--- config.mk ---
export PLATFORM = sky130hd
export DESIGN_NAME = prescaled_reload_timer
export DESIGN_NICKNAME = d
export VERILOG_FILES = /design/src/prt_pkg.sv /design/src/prescaled_reload_timer.sv /design/src/prt_regs.sv /design/src/prt_ctrl.sv /design/src/prt_dp.sv
export SDC_FILE = /design/constraint.sdc
export NUM_CORES = 1
export LEC_CHECK = 0
export BUFFER_PORTS_ARGS = -buffer_cell sky130_fd_sc_hd__buf_2
export CORE_AREA = 4 4 96 143
export DETAILED_ROUTE_END_ITERATION = 8
export DIE_AREA = 0 0 100 147
export PLACE_DENSITY = 0.61
export RECOVER_POWER = 100
export SLEW_MARGIN = 10
export SYNTH_ARGS = -nofsm -noshare
export SYNTH_HDL_FRONTEND = slang
export SYNTH_SLANG_ARGS = --single-unit
--- constraint.sdc ---
create_clock -name clk -period 4.5 [get_ports clk]
set_clock_uncertainty 0.05 [all_clocks]
set_input_delay 0.9 -clock clk [delete_from_list [all_inputs] [get_ports clk]]
set_output_delay 0.9 -clock clk [all_outputs]
set_load 0.02 [all_outputs]
--- src/prt_pkg.sv ---
// ----------------------------------------------------------------------------
// Prescaled reload timer package
// Shared constants, register and select codes, and the structs that pass from
// the register file to the datapath and between the controller and datapath.
// ----------------------------------------------------------------------------
package prt_pkg;

	localparam int CYCLE_WIDTH = 8;
	localparam int DIV_W       = 16;
	localparam int ACCUM_W     = 11;
	localparam int TIMER_W     = 8;
	localparam int ACC_W       = ((CYCLE_WIDTH > 10) ? CYCLE_WIDTH : 10) + 1;
	localparam int REM_W       = ACC_W - 4;
	localparam int HEAD_W      = TIMER_W + 1;
	localparam int CMP_W       = (REM_W > HEAD_W) ? REM_W : HEAD_W;
	localparam int DATA_W      = 32;
	localparam int ADDR_W      = 4;

	typedef enum logic [1:0] {
		REG_ENABLE = 2'd0,
		REG_SELECT = 2'd1,
		REG_RELOAD = 2'd2
	} reg_idx_t;

	typedef enum logic [1:0] {
		CLK_SEL_1024 = 2'd0,
		CLK_SEL_16   = 2'd1,
		CLK_SEL_64   = 2'd2,
		CLK_SEL_256  = 2'd3
	} clk_sel_t;

	typedef enum logic {
		ST_IDLE  = 1'b0,
		ST_COUNT = 1'b1
	} state_t;

	typedef struct packed {
		logic               enable;
		logic [1:0]         select;
		logic [TIMER_W-1:0] reload;
	} cfg_t;

	typedef struct packed {
		logic load;
		logic step;
		logic commit;
	} cmd_t;

	typedef struct packed {
		logic done;
	} status_t;

	// Log2 of the prescale period for a select code.
	function automatic logic [3:0] period_shift(input logic [1:0] sel);
		logic [3:0] sh;
		unique case (clk_sel_t'(sel))
			CLK_SEL_1024: sh = 4'd10;
			CLK_SEL_16:   sh = 4'd4;
			CLK_SEL_64:   sh = 4'd6;
			CLK_SEL_256:  sh = 4'd8;
			default:      sh = 4'd10;
		endcase
		return sh;
	endfunction

	// Mask that keeps the remainder below one prescale period.
	function automatic logic [ACC_W-1:0] period_mask(input logic [1:0] sel);
		return ~({ACC_W{1'b1}} << period_shift(sel));
	endfunction

endpackage

--- src/prescaled_reload_timer.sv ---
// ----------------------------------------------------------------------------
// Prescaled reload timer
// Free-running divider with a prescaled 8-bit timer that reloads on overflow.
//
//   Channel  Handshake            Payload
//   in       in_valid / in_stall  elapsed_cycles
//   out      out_valid/out_stall  divider_value, timer_value, timer_interrupt
//   config   APB psel/penable     paddr, pwdata, prdata
//
// A request is loaded, takes one count step per timer overflow it causes,
// then commits; the count loop handles one overflow per cycle in one adder.
// The next request is taken as soon as the result is in the output register.
// Reset clears all counters and registers; no clearing pass is needed.
// A stalled output holds the finished request until the slot frees up.
// ----------------------------------------------------------------------------
module prescaled_reload_timer (
	input  logic                              clk,
	input  logic                              arst_n,
	input  logic                              in_valid,
	output logic                              in_stall,
	input  logic [prt_pkg::CYCLE_WIDTH-1:0]   elapsed_cycles,
	output logic                              out_valid,
	input  logic                              out_stall,
	output logic [prt_pkg::TIMER_W-1:0]       divider_value,
	output logic [prt_pkg::TIMER_W-1:0]       timer_value,
	output logic                              timer_interrupt,
	input  logic                              psel,
	input  logic                              penable,
	input  logic                              pwrite,
	input  logic [prt_pkg::ADDR_W-1:0]        paddr,
	input  logic [prt_pkg::DATA_W-1:0]        pwdata,
	output logic [prt_pkg::DATA_W-1:0]        prdata,
	output logic                              pready
);

	prt_pkg::cfg_t    cfg;
	prt_pkg::cmd_t    cmd;
	prt_pkg::status_t status;

	prt_regs u_regs (
		.clk     (clk),
		.arst_n  (arst_n),
		.psel    (psel),
		.penable (penable),
		.pwrite  (pwrite),
		.paddr   (paddr),
		.pwdata  (pwdata),
		.prdata  (prdata),
		.pready  (pready),
		.cfg     (cfg)
	);

	prt_ctrl u_ctrl (
		.clk       (clk),
		.arst_n    (arst_n),
		.in_valid  (in_valid),
		.in_stall  (in_stall),
		.out_valid (out_valid),
		.out_stall (out_stall),
		.status    (status),
		.cmd       (cmd)
	);

	prt_dp u_dp (
		.clk             (clk),
		.arst_n          (arst_n),
		.cfg             (cfg),
		.cmd             (cmd),
		.status          (status),
		.elapsed_cycles  (elapsed_cycles),
		.divider_value   (divider_value),
		.timer_value     (timer_value),
		.timer_interrupt (timer_interrupt)
	);

endmodule

--- src/prt_regs.sv ---
// ----------------------------------------------------------------------------
// Prescaled reload timer register file
// APB-style configuration registers for enable, period select and reload.
// ----------------------------------------------------------------------------
module prt_regs (
	input  logic                         clk,
	input  logic                         arst_n,
	input  logic                         psel,
	input  logic                         penable,
	input  logic                         pwrite,
	input  logic [prt_pkg::ADDR_W-1:0]   paddr,
	input  logic [prt_pkg::DATA_W-1:0]   pwdata,
	output logic [prt_pkg::DATA_W-1:0]   prdata,
	output logic                         pready,
	output prt_pkg::cfg_t                cfg
);

	prt_pkg::cfg_t cfg_q;
	logic          wr_en;

	assign pready = 1'b1;
	assign wr_en  = psel & penable & pwrite & pready;
	assign cfg    = cfg_q;

	always_ff @(posedge clk or negedge arst_n) begin
		if (!arst_n) begin
			cfg_q <= '0;
		end else if (wr_en) begin
			unique case (prt_pkg::reg_idx_t'(paddr[3:2]))
				prt_pkg::REG_ENABLE: cfg_q.enable <= pwdata[0];
				prt_pkg::REG_SELECT: cfg_q.select <= pwdata[1:0];
				prt_pkg::REG_RELOAD: cfg_q.reload <= pwdata[prt_pkg::TIMER_W-1:0];
				default: ;
			endcase
		end
	end

	always_comb begin
		prdata = '0;
		unique case (prt_pkg::reg_idx_t'(paddr[3:2]))
			prt_pkg::REG_ENABLE: prdata[0]                    = cfg_q.enable;
			prt_pkg::REG_SELECT: prdata[1:0]                  = cfg_q.select;
			prt_pkg::REG_RELOAD: prdata[prt_pkg::TIMER_W-1:0] = cfg_q.reload;
			default: ;
		endcase
	end

endmodule

--- src/prt_ctrl.sv ---
// ----------------------------------------------------------------------------
// Prescaled reload timer controller
// Sequences one request: load, then one count step per timer wrap, then the
// commit into the output register.
// ----------------------------------------------------------------------------
module prt_ctrl (
	input  logic              clk,
	input  logic              arst_n,
	input  logic              in_valid,
	output logic              in_stall,
	output logic              out_valid,
	input  logic              out_stall,
	input  prt_pkg::status_t  status,
	output prt_pkg::cmd_t     cmd
);

	prt_pkg::state_t state_q;
	prt_pkg::state_t state_next;
	logic            out_valid_q;
	logic            slot_free;

	assign slot_free = ~out_valid_q | ~out_stall;
	assign out_valid = out_valid_q;

	always_comb begin
		state_next = state_q;
		unique case (state_q)
			prt_pkg::ST_IDLE: begin
				if (in_valid) state_next = prt_pkg::ST_COUNT;
			end
			prt_pkg::ST_COUNT: begin
				if (status.done && slot_free) state_next = prt_pkg::ST_IDLE;
			end
			default: state_next = prt_pkg::ST_IDLE;
		endcase
	end

	always_comb begin
		cmd      = '0;
		in_stall = 1'b1;
		unique case (state_q)
			prt_pkg::ST_IDLE: begin
				in_stall = 1'b0;
				cmd.load = in_valid;
			end
			prt_pkg::ST_COUNT: begin
				cmd.step   = ~status.done;
				cmd.commit = status.done & slot_free;
			end
			default: ;
		endcase
	end

	always_ff @(posedge clk or negedge arst_n) begin
		if (!arst_n) begin
			state_q     <= prt_pkg::ST_IDLE;
			out_valid_q <= 1'b0;
		end else begin
			state_q <= state_next;
			if (cmd.commit) begin
				out_valid_q <= 1'b1;
			end else if (!out_stall) begin
				out_valid_q <= 1'b0;
			end
		end
	end

endmodule

--- src/prt_dp.sv ---
// ----------------------------------------------------------------------------
// Prescaled reload timer datapath
// Divider, prescale accumulator, timer counter and the output register.
// ----------------------------------------------------------------------------
module prt_dp (
	input  logic                               clk,
	input  logic                               arst_n,
	input  prt_pkg::cfg_t                      cfg,
	input  prt_pkg::cmd_t                      cmd,
	output prt_pkg::status_t                   status,
	input  logic [prt_pkg::CYCLE_WIDTH-1:0]    elapsed_cycles,
	output logic [prt_pkg::TIMER_W-1:0]        divider_value,
	output logic [prt_pkg::TIMER_W-1:0]        timer_value,
	output logic                               timer_interrupt
);

	logic [prt_pkg::DIV_W-1:0]   divider_q;
	logic [prt_pkg::ACCUM_W-1:0] accum_q;
	logic [prt_pkg::TIMER_W-1:0] timer_q;
	logic [prt_pkg::REM_W-1:0]   rem_q;
	logic                        irq_q;
	logic [prt_pkg::TIMER_W-1:0] div_out_q;
	logic [prt_pkg::TIMER_W-1:0] timer_out_q;
	logic                        irq_out_q;

	logic [prt_pkg::ACC_W-1:0]   acc_sum;
	logic [prt_pkg::HEAD_W-1:0]  headroom;
	logic [prt_pkg::TIMER_W-1:0] timer_final;

	// The sum of the held remainder and the new cycles is split into whole
	// periods, counted down by the step loop, and the remainder kept.
	assign acc_sum = prt_pkg::ACC_W'(accum_q) + prt_pkg::ACC_W'(elapsed_cycles);

	// Increments the timer can take before it wraps.
	assign headroom    = prt_pkg::HEAD_W'(1 << prt_pkg::TIMER_W)
	                     - prt_pkg::HEAD_W'(timer_q);
	assign status.done = prt_pkg::CMP_W'(rem_q) < prt_pkg::CMP_W'(headroom);
	assign timer_final = timer_q + prt_pkg::TIMER_W'(rem_q);

	always_ff @(posedge clk or negedge arst_n) begin
		if (!arst_n) begin
			divider_q <= '0;
			accum_q   <= '0;
			timer_q   <= '0;
		end else begin
			if (cmd.load) begin
				divider_q <= divider_q + prt_pkg::DIV_W'(elapsed_cycles);
				if (cfg.enable) begin
					accum_q <= prt_pkg::ACCUM_W'(acc_sum & prt_pkg::period_mask(cfg.select));
				end
			end else if (cmd.step) begin
				timer_q <= cfg.reload;
			end else if (cmd.commit) begin
				timer_q <= timer_final;
			end
		end
	end

	always_ff @(posedge clk or negedge arst_n) begin
		if (!arst_n) begin
			rem_q       <= '0;
			irq_q       <= 1'b0;
			div_out_q   <= '0;
			timer_out_q <= '0;
			irq_out_q   <= 1'b0;
		end else begin
			if (cmd.load) begin
				irq_q <= 1'b0;
				if (cfg.enable) begin
					rem_q <= prt_pkg::REM_W'(acc_sum >> prt_pkg::period_shift(cfg.select));
				end else begin
					rem_q <= '0;
				end
			end else if (cmd.step) begin
				rem_q <= rem_q - prt_pkg::REM_W'(headroom);
				irq_q <= 1'b1;
			end
			if (cmd.commit) begin
				div_out_q   <= divider_q[prt_pkg::DIV_W-1 -: prt_pkg::TIMER_W];
				timer_out_q <= timer_final;
				irq_out_q   <= irq_q;
			end
		end
	end

	assign divider_value   = div_out_q;
	assign timer_value     = timer_out_q;
	assign timer_interrupt = irq_out_q;

endmodule
==> key figures, run 1 <==
Setup path
  – R2r startpoint: u_dp.timer_q[0]
  – Critical Path AT: around 3800 ps
  – Crit start category: register
  – Reg2Reg Depth: 10
  – Slowest cell on crit path: and3_1
  – Critical path buffer and inverter count: 0
  – CP peak stage delay: 780 ps
  – Critical path data required time: between 4000 and 5000 ps
  – Flop-to-flop setup slack: about 850 ps
  – Worst setup EP type: register
  – Crit Path Max Fanout: 22
  – Crit Path Category: reg2reg
  – Crit path max-delay family: simple AND/OR/NAND/NOR gates
  – Worst R2R End: u_dp.rem_q[3]
  – Worst-path cell chain: nor3_1, nor3b_1, xor2_1, ha_1, o21ai_0, nor2_1, a2bb2oi_1, and3_1, a21oi_1, o32a_1

Yosys
  – Synth top area share: 0.375
  – Simple-Gate Fraction of Synth Area: 0.132
  – Cell with the most instances after synthesis: dfrtp_1
  – Syn avg cell area: 9.80 sq um
  – Post-synthesis compound-gate area fraction: 0.181
  – Area leader, netlist: dfrtp_1
  – Top cells by count, synth: dfrtp_1 (73), nand2_1 (62), ha_1 (38)
  – Synth Cell Area: ~5000 sq um
  – Async S/R FF share, synth: 1.00
  – Post-synth EDFFs: 0
  – Main combinational cell family by area after synthesis: compound AO/OA/AOI/OAI gates
  – Multiplexer share of the synthesized area: 0.0650
  – Unique masters post-synth: between 60 and 70
  – Yosys warnings: 0
  – #FFs+latches synth: 73
  – Adder-Cell Fraction of Synth Area: 0.114
  – Top_reg_cell synth: dfrtp_1
  – XOR/XNOR share of the synthesized area: 0.0612
  – Area contributors post-synth: dfrtp_1 (38%), ha_1 (9.8%), nand2_1 (4.8%)
  – Register area share after synthesis: 0.375
  – Cells after Synth: 497

Clock tree
  – Sink Count: 73
  – Post-CTS setup buffer count: 0
  – H-tree depth: 3
  – Root Buffer: clkbuf_16
  – Post-CTS resize count: 0
  – Clock transition at path regs: approximately 60 ps
  – Skew-Pair Late Insertion Delay: between 300 and 400 ps
  – CTS Buf Count: 9
  – Worst-case clock buffer depth: 2
  – TritonCTS clock tree: yes
  – Post-CTS Hold Buffers: 0

Timing
  – Max Freq: between 200 and 300 MHz
  – Fin crit period: 3650 ps
  – Setup Total Neg Slack: 0 ps
  – Final critical-path setup slack: between 800 and 900 ps
  – RSZ-0062 raised after global routing: false
  – Final hold violations: 0
  – Final Slew Violations: 43
  – Rel. slew slack: -0.530
  – Final setup violation count: 0
  – Fin crit share: 0.812
  – Worst Tran Pin Value: roughly 2300 ps

Power and ir drop
  – Tot Pwr: approximately 3900 uW
  – Leak pwr: 0.00251 uW
  – Pwr dens: 735 nW/um^2
  – Peak supply drop: 0.390 mV

Finish
  – Inserted Diodes: 0
  – Final Instance Area: ~5400 sq um
  – Area grow syn2layout: 10.1%
  – Layout cell share with drive strength beyond 1: 0.103
  – Nets: about 640
  – Fillers: approximately 1,300
  – Area of the multi-input gates: roughly 2700 sq um
  – Reg area: 1830 sq um
  – Final std cells w/o fill: between 700 and 800

Worst hold path
  – Worst Hold Class: reg2reg
  – Hold-critical path depth: 2
  – Hold path start: u_dp.timer_value[4]
  – Hold Path Sink: u_dp.timer_value[4]

Floorplan
  – Chip width: approximately 100 um
  – Die Ht: between 100 and 150 um
  – Die ar.: ~15,000 sq um
  – Starting density of the core: 0.391
  – Rows: 50
  – CORE AREA: roughly 12,000 sq um
  – Top-level I/O count: between 100 and 150

Detailed routing
  – Antenna viol nets, final: 0
  – Drt via density: 5.27
  – Initial DRC count: 135
  – Number of detailed-route iterations in the first pass: 4
  – Wire per inst: between 15 and 20 um
  – Post-route DRC: 0
  – WL final: between 10,000 and 15,000 um
  – Vias: 3,746

Run status
  – Failing checks: max-capacitance violations, max-slew violations
  – Status: complete, but fails checks

Placement
  – Port-buffer cells: 51
  – Post-place setup slack: between 1000 and 1500 ps
  – GPL Wtd Cong: around 0.9
  – Inst Count DP: ~700
  – Post-DP HPWL: roughly 8400 um
  – DP Area: 5170 sq um

GRT
  – Vias in the first global route: roughly 3,800
  – Largest net degree at the start of global routing: 43
  – Initial antenna violation count: 0
  – GRT Overall Usage: 0.153
  – GR Overflow Total: 0
  – First-pass GRT wire length: 18,200 um

Run
  – Max Cap Violations: 1
==> layout by cell type (no fill, tap or decap), types with 4 or more instances in the layout <==
cell type  synthesis  layout
xor2_1            15      15
ha_1              38      38
a211oi_1           8       8
nor2_1            24      24
a2111oi_0          4       5
fa_1               4       4
o21ai_0           28      32
mux2_2            13      13
dfrtp_1           73      73
mux2_1             0       9
conb_1             2      25
o221ai_1           5       5
o31ai_1            6       6
a21oi_1           20      20
inv_1             21      21
clkbuf_16          0       9
nand2_1           62      62
and2_1             9       6
nand2b_1           4       4
nor2b_1            7       7
nor3_1            10      10
o211ai_1           5       6
o21a_1             6       6
buf_2              2      21
o21bai_1           5       5
xnor2_1           19      19
and3_1             3       4
nand3_1            4       4
a21o_1            10      10
clkbuf_1           5      33
==> power by group <==
group / internal (uW) / total, uW / switching [uW]
Clock: 431 / 716 / 285
Sequential: 900 / 1120 / 217
Combinational: 884 / 2110 / 1220
Total: 2220 / 3940 / 1720
==> layer usage <==
layer,wire length [um],GRT usage
met5,0,0
met4,155,0.0506
met3,455,0.0299
met2,6100,0.296
met1,4210,0.161
==> final cells by class <==
type                            instances  share of cell area
Multi-Input combinational cell        390               0.508
Sequential cell                        73               0.341
Timing Repair Buffer                   55              0.0444
Clock buffer                           10              0.0427
Tap cell                              156              0.0364
Inverter                               21              0.0147
Clock inverter                          6              0.0126
==> worst min-delay path, delay by kind of cell (launching register included) <==
kind | cells | cell delay [ps]
flip-flops | 1 | 340
AND/OR/NAND/NOR | 2 | 100
==> stage by stage <==
| stage | hold WS [ps] | util |
|---|---|---|
| after global routing | 448 | 0.430 |
| final | 423 | 0.430 |
| after detailed placement | 411 | 0.416 |
| after CTS | 426 | 0.439 |
| after floorplan | 396 | - |
| after global placement | 410 | 0.416 |
==> worst max-delay path by stage <==
stage | start | slack, ps | cells past startpoint | endpoint
after floorplan | elapsed_cycles[0] | 1590 | 8 | u_dp.rem_q[4]
after global placement | elapsed_cycles[0] | 1140 | 9 | u_dp.rem_q[4]
after detailed placement | u_dp.timer_q[3] | 1060 | 9 | u_dp.divider_value[6]
after CTS | u_dp.timer_q[3] | 1050 | 9 | u_dp.divider_value[6]
after global routing | u_dp.timer_q[4] | 570 | 10 | u_dp.rem_q[3]
final | u_dp.timer_q[0] | 850 | 10 | u_dp.rem_q[3]
==> cell families after synthesis <==
kind of cell,after synthesis
and+or+nand+nor,136
AOI/OAI and AO/OA,128
DFF,73
buffers and inverters,57
adders and majority gates,42
xor gates and xnor gates,34
muxes,25
other,2
==> sequential cells by signal (all words and copies together), names as in the netlist <==
register              count
u_regs.cfg               11
u_dp.timer_q              8
u_ctrl.out_valid          1
u_dp.irq_q                1
u_dp.timer_interrupt      1
u_dp.accum_q             11
u_ctrl.state_q            1
u_dp.divider_value        8
u_dp.timer_value          8
u_dp.rem_q                7
u_dp.divider_q           16
Note: power is estimated with default switching activity, not from simulation.
==> run 2: changes to the inputs <==
--- a/config.mk
+++ b/config.mk
@@ -5,11 +5,12 @@
 export SDC_FILE = /design/constraint.sdc
 export NUM_CORES = 1
 export LEC_CHECK = 0
+export ABC_AREA = 1
 export BUFFER_PORTS_ARGS = -buffer_cell sky130_fd_sc_hd__buf_2
-export CORE_AREA = 4 4 96 143
+export CORE_AREA = 4 4 98 146
 export DETAILED_ROUTE_END_ITERATION = 8
-export DIE_AREA = 0 0 100 147
-export PLACE_DENSITY = 0.61
+export DIE_AREA = 0 0 102 150
+export PLACE_DENSITY = 0.63
 export RECOVER_POWER = 100
 export SLEW_MARGIN = 10
 export SYNTH_ARGS = -nofsm -noshare
==> constraint.sdc (replaced) <==
create_clock -name clk -period 3.2 [get_ports clk]
set_clock_uncertainty 0.05 [all_clocks]
set_input_delay 0.64 -clock clk [delete_from_list [all_inputs] [get_ports clk]]
set_output_delay 0.64 -clock clk [all_outputs]
set_load 0.02 [all_outputs]
==> run 2 against run 1 <==
The run still ends with max-capacitance violations, max-slew violations left. Routed wire length grew 2.4%. Cell count up 24%. Non-clock buffer count decreased by 2. Synthesized area up 4.9%. Largest cell class unchanged. Clock-buffer cell count is the same. Largest power group unchanged.
==> key figures, run 2 <==
Floorplan
  – Chip width: 102 um (+2.0%)
  – Top-level I/O count: 103 (unchanged)
  – Starting density of the core: 0.392 (+0.00129)
  – Rows: 51 (+2.0%)
  – CORE AREA: 13,000 sq um (+4.6%)
  – Die Ht: 150 um (+2.0%)
  – Die ar.: 15,300 sq um (+4.1%)

Yosys
  – Syn avg cell area: 7.68 sq um (-22%)
  – Synth Cell Area: 5110 sq um (+4.9%)
  – Cells after Synth: 665 (+34%)
  – Async S/R FF share, synth: 1.00 (unchanged)
  – Register area share after synthesis: 0.358 (-0.0176)
  – Area leader, netlist: dfrtp_1
  – Unique masters post-synth: 43 (-31%)
  – Top_reg_cell synth: dfrtp_1
  – Cell with the most instances after synthesis: nand2_1
  – Post-synth EDFFs: 0 (unchanged)
  – #FFs+latches synth: 73 (unchanged)
  – Area contributors post-synth: dfrtp_1 (36%), nand2_1 (16%), ha_1 (9.3%)
  – Synth top area share: 0.358 (-0.0176)
  – Top cells by count, synth: nand2_1 (211), inv_1 (82), dfrtp_1 (73)
  – Yosys warnings: 0 (unchanged)

Clock tree
  – Worst-case clock buffer depth: 2 (unchanged)
  – Sink Count: 73 (unchanged)
  – CTS Buf Count: 9 (unchanged)
  – Clock transition at path regs: 60 ps (about the same)
  – H-tree depth: 3 (unchanged)
  – Skew-Pair Late Insertion Delay: 340 ps (about the same)
  – Post-CTS setup buffer count: 0 (unchanged)
  – Post-CTS resize count: 0 (unchanged)
  – Root Buffer: clkbuf_16
  – TritonCTS clock tree: yes
  – Post-CTS Hold Buffers: 0 (unchanged)

Detailed routing
  – Antenna viol nets, final: 0 (unchanged)
  – WL final: 11,200 um (+2.4%)
  – Wire per inst: 12.7 um (-18%)
  – Post-route DRC: 0 (unchanged)
  – Vias: 4,213 (+12%)
  – Number of detailed-route iterations in the first pass: 4 (unchanged)
  – Drt via density: 4.77 (-9.4%)
  – Initial DRC count: 163 (+21%)

Worst hold path
  – Hold path start: u_dp.divider_q[14]
  – Worst Hold Class: reg2reg

Setup path
  – Critical path data required time: 3370 ps (-1300 ps)
  – Most Frequent Cell on Critical Path: nand2_1
  – Crit Path Category: reg2reg
  – Critical Path AT: 2910 ps (-910 ps)
  – CP peak stage delay: 430 ps (-350 ps)
  – Worst setup EP type: register
  – Critical path buffer and inverter count: 2 (+2)
  – Crit path max-delay family: simple AND/OR/NAND/NOR gates
  – Crit start category: register
  – Slowest cell on crit path: dfrtp_1
  – R2r startpoint: u_dp.timer_q[1]
  – Worst Setup SP: u_dp.timer_q[1]
  – Worst-path cell chain: inv_1, ha_1, nand2_1, xnor2_1, ha_1, nand2_1, nor2_1, nand2_1, nand3_1, nand4_2, nand2_1, nand2_4, nand2_4, inv_1, nand2_1, nand2_1
  – Crit Path Max Fanout: 14 (-36%)

Power and ir drop
  – Peak supply drop: 0.566 mV (+45%)
  – Pwr dens: 1050 nW/um^2 (+43%)
  – Leak pwr: 0.00305 uW (+22%)

GRT
  – GRT Overall Usage: 0.155 (+0.00240)
  – Initial antenna violation count: 0 (unchanged)
  – Largest net degree at the start of global routing: 74 (+72%)
  – GR Overflow Total: 0 (unchanged)
  – First-pass GRT wire length: 19,000 um (+4.7%)
  – Vias in the first global route: 4,204 (+10%)

Finish
  – Commonest cells after routing, fill and taps aside: nand2_1 (213), inv_1 (84), dfrtp_1 (73), nand3_1 (57), ha_1 (38)
  – Biggest register: u_dp.divider_q
  – Inserted Diodes: 0 (unchanged)
  – Layout cell share with drive strength beyond 1: 0.0884 (-0.0143)
  – Max reg flops: 16 (unchanged)
  – Nets: 812 (+26%)
  – Final Instance Area: 5660 sq um (+5.7%)
  – Area grow syn2layout: 10.9%
  – Final std cells w/o fill: 883 (+24%)
  – Most common cell after layout, fill and taps aside: nand2_1

Placement
  – DP Area: 5420 sq um (+4.8%)
  – Inst Count DP: 867 (+25%)
  – Post-DP HPWL: 8720 um (+3.4%)
  – Port-buffer cells: 51 (unchanged)
  – GPL Wtd Cong: 0.873 (-1.7%)

Timing
  – Fin crit share: 0.854 (+0.0425)
  – Final setup violation count: 0 (unchanged)
  – Final Slew Violations: 74 (+72%)
  – Final hold violations: 0 (unchanged)
  – Setup Total Neg Slack: 0 ps (unchanged)
  – Max Freq: 366 MHz (+34%)
  – Rel. slew slack: -0.237 (+0.294)
  – Hold slack: 416 ps (-7.27 ps)
  – RSZ-0062 raised after global routing: false
  – Fin crit period: 2730 ps (-920 ps)
  – Worst Tran Pin Value: 1850 ps (-440 ps)

Run
  – Max Cap Violations: 1 (unchanged)

Run status
  – Failing checks: max-capacitance violations, max-slew violations
  – Status: complete, but fails checks
run 2: changes by cell type in the layout (fill, tap and decap cells not counted), moves of 9 or more:
cell     before  now
nand2_1      62  213
a21o_1       10    0
inv_1        21   84
nand4_1       1   10
nand3_1       4   57
xnor2_1      19    9
mux2_1        9    0
run 2: area by class of cell:
| cell class | instances | area (sq um) |
|---|---|---|
| Multi-Input combinational cell | 495 | 2750 |
| Sequential cell | 73 | 1830 |
| Inverter | 87 | 332 |
| Tap cell | 159 | 199 |
| Fill cell | 1390 | 7350 |
| Timing Repair Buffer | 53 | 230 |
| Clock buffer | 10 | 239 |
| Clock inverter | 6 | 90.1 |
run 2: path summary, 6_finish.rpt:
check                                           end  slack (ps)  cells after the start
min in group asynchronous       u_dp.timer_value[2]         780                      1
worst max register to register        u_dp.rem_q[3]         470                     16
worst max-delay path                  u_dp.rem_q[3]         470                     16
worst min register to register   u_dp.divider_q[14]         420                      1
max in group asynchronous             u_dp.rem_q[0]        1240                      1
worst min-delay path             u_dp.divider_q[14]         420                      1
run 2: cell families after synthesis:
| group | count (synthesis) | synth area share |
|---|---|---|
| AO/OA/AOI/OAI | 75 | 0.0902 |
| XOR/XNOR | 22 | 0.0377 |
| adder cells (fa/ha/maj) | 42 | 0.109 |
| buffers and inverters | 120 | 0.112 |
| flip-flops | 73 | 0.358 |
| multiplexers | 6 | 0.0132 |
| other | 2 | 0.00147 |
| AND/OR/NAND/NOR | 325 | 0.279 |
run 2: report_power, final:
part,switching [uW],internal (uW),total [uW]
sequential,316,1300,1620
clock,407,707,1110
combinational,2050,1190,3240
total,2770,3200,5970
run 2: metal layers:
| metal | wire, um | GRT usage | share of wire |
|---|---|---|---|
| met3 | 405 | 0.0266 | 0.036 |
| met1 | 4510 | 0.172 | 0.40 |
| met5 | 0 | 0 | 0 |
| met4 | 319 | 0.0611 | 0.029 |
| met2 | 5950 | 0.288 | 0.53 |
run 2: worst register-to-register path, cell delays in order (launching register included):
cell	delay (ps)
dfrtp_1	430
inv_1	120
ha_1	220
nand2_1	80
xnor2_1	120
ha_1	330
nand2_1	80
nor2_1	90
nand2_1	60
nand3_1	130
nand4_2	110
nand2_1	250
nand2_4	200
nand2_4	150
inv_1	90
nand2_1	60
nand2_1	50
run 2: through the flow:
stage / worst slack, ps / util / power (uW)
2_1_floorplan: 869 / - / 4270
3_3_place_gp: 617 / 0.417 / 4960
3_5_place_dp: 598 / 0.417 / 5010
4_1_cts: 585 / 0.442 / 6150
5_1_grt: 185 / 0.435 / 6620
6_report: 466 / 0.435 / 5970
